### src/hdl/lswc_pkg.sv
// Shared types and constants for the line segment window clipper.
// Holds the segment and piece payload structs, outcode bits and register indexes.
`timescale 1ns / 1ps
`default_nettype none
package lswc_pkg;
	localparam int CoordW = 16;
	localparam int CfgIdxW = 2;

	localparam logic [3:0] OcLeft   = 4'd8;
	localparam logic [3:0] OcTop    = 4'd4;
	localparam logic [3:0] OcRight  = 4'd2;
	localparam logic [3:0] OcBottom = 4'd1;

	localparam logic [CfgIdxW-1:0] RegLeft   = 2'd0;
	localparam logic [CfgIdxW-1:0] RegRight  = 2'd1;
	localparam logic [CfgIdxW-1:0] RegBottom = 2'd2;
	localparam logic [CfgIdxW-1:0] RegTop    = 2'd3;

	localparam logic signed [CoordW-1:0] ResetLeft   = 16'sd768;
	localparam logic signed [CoordW-1:0] ResetRight  = 16'sd1792;
	localparam logic signed [CoordW-1:0] ResetBottom = 16'sd768;
	localparam logic signed [CoordW-1:0] ResetTop    = 16'sd1536;

	localparam int MaxClipSteps = 8;

	typedef struct packed {
		logic signed [CoordW-1:0] start_x;
		logic signed [CoordW-1:0] start_y;
		logic signed [CoordW-1:0] end_x;
		logic signed [CoordW-1:0] end_y;
	} segment_t;

	typedef struct packed {
		logic signed [CoordW-1:0] piece_x0;
		logic signed [CoordW-1:0] piece_y0;
		logic signed [CoordW-1:0] piece_x1;
		logic signed [CoordW-1:0] piece_y1;
		logic                     inside_piece;
		logic                     last_piece;
	} piece_t;
endpackage
`default_nettype wire

### src/hdl/line_segment_window_clipper.sv
// Cohen-Sutherland line clipper: sequencer, shared multiplier and radix-2 divider.
// Depends on lswc_pkg for payload structs, outcode bits and register indexes.
//
// Channel | Signals                          | Direction
// --------+----------------------------------+----------
// in      | in_valid, in_ready, in_data      | input segment
// out     | out_valid, out_ready, out_data   | clipped pieces (1 to 3)
// cfg     | cfg_we, cfg_index, cfg_data      | window edges, write only
//
// Each clip step runs select, multiply, one restoring divider cycle per product bit,
// then update. A segment holds the sequencer for its clip steps, one decision and
// three output slots; a slot is stretched while its piece waits on out_ready.
// in_ready is high only while the sequencer is idle.
// Reset clears control state and loads the default window.
`timescale 1ns / 1ps
`default_nettype none
module line_segment_window_clipper (
	input  wire                                clk,
	input  wire                                arst_n,
	input  wire                                in_valid,
	output logic                               in_ready,
	input  lswc_pkg::segment_t                 in_data,
	output logic                               out_valid,
	input  wire                                out_ready,
	output lswc_pkg::piece_t                   out_data,
	input  wire                                cfg_we,
	input  wire  [lswc_pkg::CfgIdxW-1:0]       cfg_index,
	input  wire  [lswc_pkg::CoordW-1:0]        cfg_data
);
	localparam int W    = lswc_pkg::CoordW;
	localparam int W1   = W + 1;
	localparam int PW   = 2 * W1;
	localparam int CntW = $clog2(PW + 1);
	localparam int StW  = $clog2(lswc_pkg::MaxClipSteps + 1);

	localparam logic [2:0] S_IDLE = 3'd0;
	localparam logic [2:0] S_STEP = 3'd1;
	localparam logic [2:0] S_MUL  = 3'd2;
	localparam logic [2:0] S_DIV  = 3'd3;
	localparam logic [2:0] S_UPD  = 3'd4;
	localparam logic [2:0] S_OUT  = 3'd5;

	logic [2:0] state_q;

	logic signed [W-1:0] win_left_q, win_right_q, win_bottom_q, win_top_q;
	lswc_pkg::segment_t  seg_q;
	logic signed [W-1:0] px_q [2];
	logic signed [W-1:0] py_q [2];
	logic [StW-1:0]      step_q;
	logic                acc_q;
	logic                m_q, xaxis_q, neg_q, zero_q;
	logic signed [W-1:0] edge_q;
	logic [W1-1:0]       mag_a_q, mag_b_q, mag_c_q;
	logic [PW-1:0]       dvd_q;
	logic [W1:0]         rem_q;
	logic [W-1:0]        quo_q;
	logic [CntW-1:0]     cnt_q;
	logic [1:0]          k_q;
	lswc_pkg::piece_t    out_q;
	logic                out_valid_q;

	function automatic logic [3:0] outcode(input logic signed [W-1:0] x,
	                                       input logic signed [W-1:0] y,
	                                       input logic signed [W-1:0] wl,
	                                       input logic signed [W-1:0] wr,
	                                       input logic signed [W-1:0] wb,
	                                       input logic signed [W-1:0] wt);
		logic [3:0] c;
		c = 4'd0;
		if (x < wl) c = c | lswc_pkg::OcLeft;
		if (y > wt) c = c | lswc_pkg::OcTop;
		if (x > wr) c = c | lswc_pkg::OcRight;
		if (y < wb) c = c | lswc_pkg::OcBottom;
		return c;
	endfunction

	function automatic logic [W1-1:0] magn(input logic signed [W1-1:0] v);
		return v[W1-1] ? W1'(-v) : W1'(v);
	endfunction

	// codes of the current endpoints
	logic [3:0] code0, code1, cm;
	logic       mm, mo;
	always_comb begin
		code0 = outcode(px_q[0], py_q[0], win_left_q, win_right_q, win_bottom_q, win_top_q);
		code1 = outcode(px_q[1], py_q[1], win_left_q, win_right_q, win_bottom_q, win_top_q);
		mm    = (code0 == 4'd0);
		mo    = ~mm;
		cm    = mm ? code1 : code0;
	end

	// operand selection for one clip step
	logic                xsel;
	logic signed [W-1:0] esel;
	logic signed [W1-1:0] op_a, op_b, op_c;
	always_comb begin
		xsel = 1'b1;
		esel = win_top_q;
		priority if ((cm & lswc_pkg::OcLeft) != 4'd0) begin
			esel = win_left_q;
		end else if ((cm & lswc_pkg::OcRight) != 4'd0) begin
			esel = win_right_q;
		end else if ((cm & lswc_pkg::OcBottom) != 4'd0) begin
			xsel = 1'b0;
			esel = win_bottom_q;
		end else begin
			xsel = 1'b0;
			esel = win_top_q;
		end
		if (xsel) begin
			op_a = W1'(esel) - W1'(px_q[mm]);
			op_b = W1'(py_q[mo]) - W1'(py_q[mm]);
			op_c = W1'(px_q[mo]) - W1'(px_q[mm]);
		end else begin
			op_a = W1'(esel) - W1'(py_q[mm]);
			op_b = W1'(px_q[mo]) - W1'(px_q[mm]);
			op_c = W1'(py_q[mo]) - W1'(py_q[mm]);
		end
	end

	// one restoring divider step
	logic [W1:0] rem_sh;
	logic        qbit;
	always_comb begin
		rem_sh = {rem_q[W1-1:0], dvd_q[PW-1]};
		qbit   = (rem_sh >= {1'b0, mag_c_q});
	end

	logic [W-1:0]        term;
	logic signed [W-1:0] base_c, new_c;
	logic                mv0, mv1, slot_free;
	lswc_pkg::piece_t    piece;
	logic                piece_ok;
	always_comb begin
		term   = zero_q ? '0 : (neg_q ? W'(-quo_q) : quo_q);
		base_c = xaxis_q ? py_q[m_q] : px_q[m_q];
		new_c  = W'(base_c + $signed(term));

		mv0 = (px_q[0] != seg_q.start_x) || (py_q[0] != seg_q.start_y);
		mv1 = (px_q[1] != seg_q.end_x) || (py_q[1] != seg_q.end_y);
		slot_free = ~out_valid_q | out_ready;
		piece = '0;
		piece_ok = 1'b0;
		unique case (k_q)
			2'd0: begin
				piece_ok = acc_q & mv0;
				piece = '{seg_q.start_x, seg_q.start_y, px_q[0], py_q[0], 1'b0, 1'b0};
			end
			2'd1: begin
				piece_ok = acc_q & mv1;
				piece = '{seg_q.end_x, seg_q.end_y, px_q[1], py_q[1], 1'b0, 1'b0};
			end
			default: begin
				piece_ok = 1'b1;
				if (acc_q)
					piece = '{px_q[0], py_q[0], px_q[1], py_q[1], 1'b1, 1'b1};
				else
					piece = '{seg_q.start_x, seg_q.start_y, seg_q.end_x, seg_q.end_y,
					          1'b0, 1'b1};
			end
		endcase
	end

	always_ff @(posedge clk or negedge arst_n) begin
		if (!arst_n) begin
			win_left_q   <= lswc_pkg::ResetLeft;
			win_right_q  <= lswc_pkg::ResetRight;
			win_bottom_q <= lswc_pkg::ResetBottom;
			win_top_q    <= lswc_pkg::ResetTop;
		end else if (cfg_we) begin
			unique case (cfg_index)
				lswc_pkg::RegLeft:   win_left_q   <= cfg_data;
				lswc_pkg::RegRight:  win_right_q  <= cfg_data;
				lswc_pkg::RegBottom: win_bottom_q <= cfg_data;
				default:             win_top_q    <= cfg_data;
			endcase
		end
	end

	always_ff @(posedge clk or negedge arst_n) begin
		if (!arst_n) begin
			state_q     <= S_IDLE;
			out_valid_q <= 1'b0;
			step_q      <= '0;
			k_q         <= '0;
			cnt_q       <= '0;
			acc_q       <= 1'b0;
		end else begin
			// load the next piece into a free slot, else drop valid once taken
			if (state_q == S_OUT && slot_free)
				out_valid_q <= piece_ok;
			else if (out_ready)
				out_valid_q <= 1'b0;
			unique case (state_q)
				S_IDLE: begin
					if (in_valid) begin
						state_q <= S_STEP;
						step_q  <= '0;
					end
				end
				S_STEP: begin
					priority if (step_q == StW'(lswc_pkg::MaxClipSteps)) begin
						acc_q   <= 1'b0;
						k_q     <= '0;
						state_q <= S_OUT;
					end else if ((code0 | code1) == 4'd0) begin
						acc_q   <= 1'b1;
						k_q     <= '0;
						state_q <= S_OUT;
					end else if ((code0 & code1) != 4'd0) begin
						acc_q   <= 1'b0;
						k_q     <= '0;
						state_q <= S_OUT;
					end else begin
						state_q <= S_MUL;
					end
				end
				S_MUL: begin
					cnt_q   <= '0;
					state_q <= S_DIV;
				end
				S_DIV: begin
					cnt_q <= cnt_q + 1'b1;
					if (cnt_q == CntW'(PW - 1)) state_q <= S_UPD;
				end
				S_UPD: begin
					step_q  <= step_q + 1'b1;
					state_q <= S_STEP;
				end
				S_OUT: begin
					if (slot_free) begin
						k_q <= k_q + 1'b1;
						if (k_q == 2'd2) state_q <= S_IDLE;
					end
				end
				default: state_q <= S_IDLE;
			endcase
		end
	end

	// datapath registers
	always_ff @(posedge clk) begin
		unique case (state_q)
			S_IDLE: begin
				if (in_valid) begin
					seg_q    <= in_data;
					px_q[0]  <= in_data.start_x;
					py_q[0]  <= in_data.start_y;
					px_q[1]  <= in_data.end_x;
					py_q[1]  <= in_data.end_y;
				end
			end
			S_STEP: begin
				m_q     <= mm;
				xaxis_q <= xsel;
				edge_q  <= esel;
				mag_a_q <= magn(op_a);
				mag_b_q <= magn(op_b);
				mag_c_q <= magn(op_c);
				neg_q   <= op_a[W1-1] ^ op_b[W1-1] ^ op_c[W1-1];
				zero_q  <= (op_c == '0);
			end
			S_MUL: begin
				dvd_q <= mag_a_q * mag_b_q;
				rem_q <= '0;
				quo_q <= '0;
			end
			S_DIV: begin
				dvd_q <= {dvd_q[PW-2:0], 1'b0};
				rem_q <= qbit ? rem_sh - {1'b0, mag_c_q} : rem_sh;
				quo_q <= {quo_q[W-2:0], qbit};
			end
			S_UPD: begin
				if (xaxis_q) begin
					px_q[m_q] <= edge_q;
					py_q[m_q] <= new_c;
				end else begin
					py_q[m_q] <= edge_q;
					px_q[m_q] <= new_c;
				end
			end
			S_OUT: begin
				if (slot_free && piece_ok) out_q <= piece;
			end
			default: ;
		endcase
	end

	assign in_ready  = (state_q == S_IDLE);
	assign out_valid = out_valid_q;
	assign out_data  = out_q;

	a_ready_drops: assert property (@(posedge clk) disable iff (!arst_n)
		in_valid && in_ready |=> !in_ready)
		else $error("in_ready stayed high after a transaction");
	a_inside_last: assert property (@(posedge clk) disable iff (!arst_n)
		out_valid && out_data.inside_piece |-> out_data.last_piece)
		else $error("inside piece not marked last");
	a_step_bound: assert property (@(posedge clk) disable iff (!arst_n)
		step_q <= StW'(lswc_pkg::MaxClipSteps))
		else $error("clip step count overran");
	a_idle_after_last: assert property (@(posedge clk) disable iff (!arst_n)
		state_q == S_OUT && slot_free && k_q == 2'd2 |=> out_valid && out_data.last_piece)
		else $error("final piece not loaded");
endmodule
`default_nettype wire

### config.mk
export PLATFORM = sky130hd
export DESIGN_NAME = line_segment_window_clipper
export DESIGN_NICKNAME = d
export VERILOG_FILES = /design/src/hdl/lswc_pkg.sv /design/src/hdl/line_segment_window_clipper.sv
export SDC_FILE = /design/constraint.sdc
export NUM_CORES = 2
export LEC_CHECK = 0
export ABC_AREA = 1
export BUFFER_PORTS_ARGS = -buffer_cell sky130_fd_sc_hd__clkbuf_2
export CAP_MARGIN = 30
export CELL_PAD_IN_SITES_DETAIL_PLACEMENT = 2
export CELL_PAD_IN_SITES_GLOBAL_PLACEMENT = 2
export CORE_UTILIZATION = 35
export DETAILED_ROUTE_END_ITERATION = 10
export PLACE_DENSITY = 0.78
export SYNTH_ARGS = -nofsm -noshare
export SYNTH_HDL_FRONTEND = slang
export SYNTH_SLANG_ARGS = --single-unit
### constraint.sdc
create_clock -name clk -period 6.8 [get_ports clk]
set_clock_uncertainty 0.15 [all_clocks]
set_input_delay 1.02 -clock clk [delete_from_list [all_inputs] [get_ports clk]]
set_output_delay 1.02 -clock clk [all_outputs]
set_load 0.05 [all_outputs]
==> results.txt <==
- At the end of routability-driven placement, the weighted congestion stood at roughly 0.98.
- Setup crit start kind: flop
- Routed via count: between 30000 and 40000
- Global-route wire length before repair: 250 mm
* Vias per inst: 5.54
- The tool flagged a number of max-cap violations equal to 0.
- In this run, CTS created clock tree buffers numbering 52.
- Most used DFF post-synth: sky130_fd_sc_hd__edfxtp_1
- Before antenna repair, the detailed router went through 8 iterations.
* Die ar.: ~0.11 mm2
* Leading cell type in the layout, fill and taps excluded: sky130_fd_sc_hd__nand2_1
- After layout, the worst path uses between 90% and 100% of the clock period.
- The library cells used most frequently in the layout, excluding fill and tap cells, are sky130_fd_sc_hd__nand2_1, sky130_fd_sc_hd__inv_1, sky130_fd_sc_hd__o21ai_0, sky130_fd_sc_hd__edfxtp_1, sky130_fd_sc_hd__ha_1.
- Post-route setup slack: 95.3 ps
* CTS H-Tree Depth: 2
* Hold Crit Class: in -> async
* Failing checks: DRC
- Synthesis inferred 414 register bits.
- Routed wire per std cell: approximately 27 um
* HPWL after DPL: ~140 mm
* Final hold vios: 0
- Post-Place Cell Area: just over 0.04 mm2
- In this run the cell area of the synthesized design comes to between 0.03 and 0.04 mm2.
- Clk buf depth: 3
- Once detail routing completed, the nets flagged for antenna violations numbered 0.
- Maximum fanout count along the critical path: 9
- After synthesis, the netlist uses 62 different library cells.
* EDFF count, synth: 332
- Across all hold checks on the routed design, the worst slack comes to slightly below 60 ps.
- Compared with the post-synthesis result, the final layout area differs by 15.0%.
- Worst R2R Start: mag_a_q[6]$_DFFE_PP_
- Final setup violating endpoints: 0
* Slew at the pin with the worst max-slew slack: roughly 1100 ps
- Timing would allow up to 0.149 GHz.
- The worst setup path is captured at a flop.
- Counting flops with an async set or reset pin after synthesis yields a share of between 10% and 20%.
- Post-route DRC violation count: 9
- TritonCTS built the clock tree.
* Final std cells w/o fill: 6440
* Area of the core: approximately 0.11 mm2
- Clock-pin slew was measured on the worst setup and hold paths at roughly 60 ps.
- FP Rows: around 120
- Num Clock Sinks: 414
- After routing the design area is about 0.043 mm2.
* DR iter-0 viols: between 2000 and 2500
* Placed cells: between 6000 and 7000
* Shortest clock period the worst path allows after layout: between 6000 and 7000 ps
- Setup slack at placement: -192 ps
* Count of synthesis-stage warnings from yosys: 0
* Worst Setup SP: mag_a_q[6]$_DFFE_PP_
- Data required, critical path: about 7000 ps
- For this run, the total global-route usage over all layers was measured as a little under a third.
- The count of final max-slew check failures is 0.
- The run finished, with violations left.
* Number of antenna violations at the first check in global routing: 22
- At the end of the flow, the number of nets in the layout was 5606.
- Fraction of layout cells with a size suffix above 1: a little under an eighth
- For this configuration, the core starts out at a cell density of approximately 35%.
* Worst relative slew slack: between 20 and 30%
- Pin count of the biggest net entering global routing: 73
* Residual overflow from global routing: 0
* Number of nets in the synthesized netlist: roughly 5400
* Via count of the first global-routing pass: between 30000 and 40000
* Total Wirelength: 171 mm
- Average size of a mapped cell: roughly 7.9 um2
* Chip Width: about 330 um
- Data arrival time at the worst-slack endpoint: between 6000 and 7000 ps
- Input and output buffers added on the ports amount to about 150.
- The clock reaches the later pin of the worst-skew pair after 680 ps.
- I/O pins: around 160
* Root Buffer: sky130_fd_sc_hd__clkbuf_16
- Cell count after synthesis: 4749
* Setup Crit Path Kind: reg -> reg
* Vert. Die Dim: about 330 um
* Sequential cell area fraction in the yosys report: 32.1%
## routing by layer
layer | part of all wire [%] | wire length (um) | global-route usage (%) | vias to the layer above
li1 | - | - | - | 15900
met1 | 41 | 70200 | 39.2 | 18200
met2 | 47 | 80800 | 51.8 | 1210
met3 | 6.0 | 10300 | 4.47 | 424
met4 | 5.6 | 9650 | 16.1 | 16
met5 | 0.058 | 99 | 0 | -
## layout make-up
class,count,area [um2]
fillers,12100,62500
multi-input cells,3311,21700
flip-flops and latches,414,12000
inverters,844,3170
repair buffers,375,2660
well taps,1391,1740
clock buffers,56,1340
clock inverters,42,413
diodes,7,17.5
## final timing paths
check                                          endpoint  slack, ps  cells past startpoint
max                                 dvd_q[30]$_DFFE_PP_        100                     24
min                        win_bottom_q[10]$_DFFE_PN0P_         60                      1
max reg2reg                         dvd_q[30]$_DFFE_PP_        100                     24
min reg2reg                 win_bottom_q[1]$_DFFE_PN0P_        340                      2
max in group asynchronous        state_q[1]$_DFFE_PN0P_       5270                      2
min in group clk            win_bottom_q[1]$_DFFE_PN0P_        340                      2
## cells by family after synthesis
family	share of synthesized area, %
AO/OA/AOI/OAI	12.1
XOR/XNOR	2.76
adder cells (fa/ha/maj)	22.0
buffers and inverters	10.5
flip-flops	32.1
AND/OR/NAND/NOR	20.6
## cells in the mapped netlist, drive strengths merged, types with 4 or more instances
cell	number	area (um2)
a2111oi	5	43.8
a211oi	11	82.6
a21boi	7	56.3
a21o	9	67.6
a21oi	220	1120
a221oi	5	43.8
a31oi	28	175
and2	5	31.3
buf	26	175
clkbuf	154	578
clkinv	5	18.8
dfrtp	72	1800
dfstp	9	236
edfxtp	332	9970
fa	227	4540
ha	294	3680
inv	839	3150
nand2	1284	4870
nand3	228	1170
nand3b	4	30.0
nand4	35	225
nor2	266	1020
nor3	32	160
nor3b	4	30.0
nor4	12	75.1
o2111ai	6	52.6
o211ai	24	180
o21a	6	45.0
o21ai	360	1810
o21bai	14	109
o221ai	48	420
o22ai	36	225
o31ai	6	45.0
or2	9	56.3
xnor2	41	359
xor2	77	674
## repair_timing
item / 4_1_cts / 5_1_grt
gates resized for setup: 8 / 47
endpoints found under the setup margin: 12 / 28
pin swaps: 0 / 7
buffers inserted: 14 / 19
hold buffers: 0 / 0
## registers in the layout (all words and copies together) (netlist names), 2 cells and up, named ones only
| signal | flops |
|---|---|
| win_bottom_q | 16 |
| rem_q | 17 |
| px_q | 32 |
| win_right_q | 16 |
| state_q | 3 |
| py_q | 32 |
| cnt_q | 6 |
| mag_b_q | 17 |
| k_q | 2 |
| quo_q | 16 |
| win_left_q | 16 |
| edge_q | 16 |
| mag_c_q | 17 |
| dvd_q | 34 |
| win_top_q | 16 |
| mag_a_q | 17 |
| out_data | 66 |
| seg_q | 64 |
| step_q | 4 |
## worst max-delay path, stage by stage, from the launching register on
cell	delay [ps]
sky130_fd_sc_hd__edfxtp_1	440
sky130_fd_sc_hd__buf_6	180
sky130_fd_sc_hd__nand2_1	110
sky130_fd_sc_hd__fa_1	550
sky130_fd_sc_hd__inv_1	70
sky130_fd_sc_hd__fa_1	500
sky130_fd_sc_hd__fa_1	560
sky130_fd_sc_hd__inv_1	70
sky130_fd_sc_hd__fa_1	500
sky130_fd_sc_hd__inv_1	70
sky130_fd_sc_hd__fa_1	590
sky130_fd_sc_hd__fa_1	480
sky130_fd_sc_hd__ha_4	280
sky130_fd_sc_hd__a21oi_1	160
sky130_fd_sc_hd__a21boi_2	250
sky130_fd_sc_hd__buf_4	170
sky130_fd_sc_hd__o21ai_1	140
sky130_fd_sc_hd__a21oi_2	230
sky130_fd_sc_hd__inv_1	90
sky130_fd_sc_hd__a21oi_2	200
sky130_fd_sc_hd__inv_1	90
sky130_fd_sc_hd__a21oi_2	160
sky130_fd_sc_hd__o21ai_0	120
sky130_fd_sc_hd__xnor2_1	170
sky130_fd_sc_hd__o21ai_0	80
## metrics by stage
step,utilization (%),setup TNS [ps]
global placement,38.5,0
CTS,40.4,0
floorplan,-,0
finish,40.8,0
detailed placement,38.6,-699
global route,40.8,-581
Power is left out: the tool's default activity adds up to more than one toggle a clock period on the data nets, which glitch-free logic cannot reach.
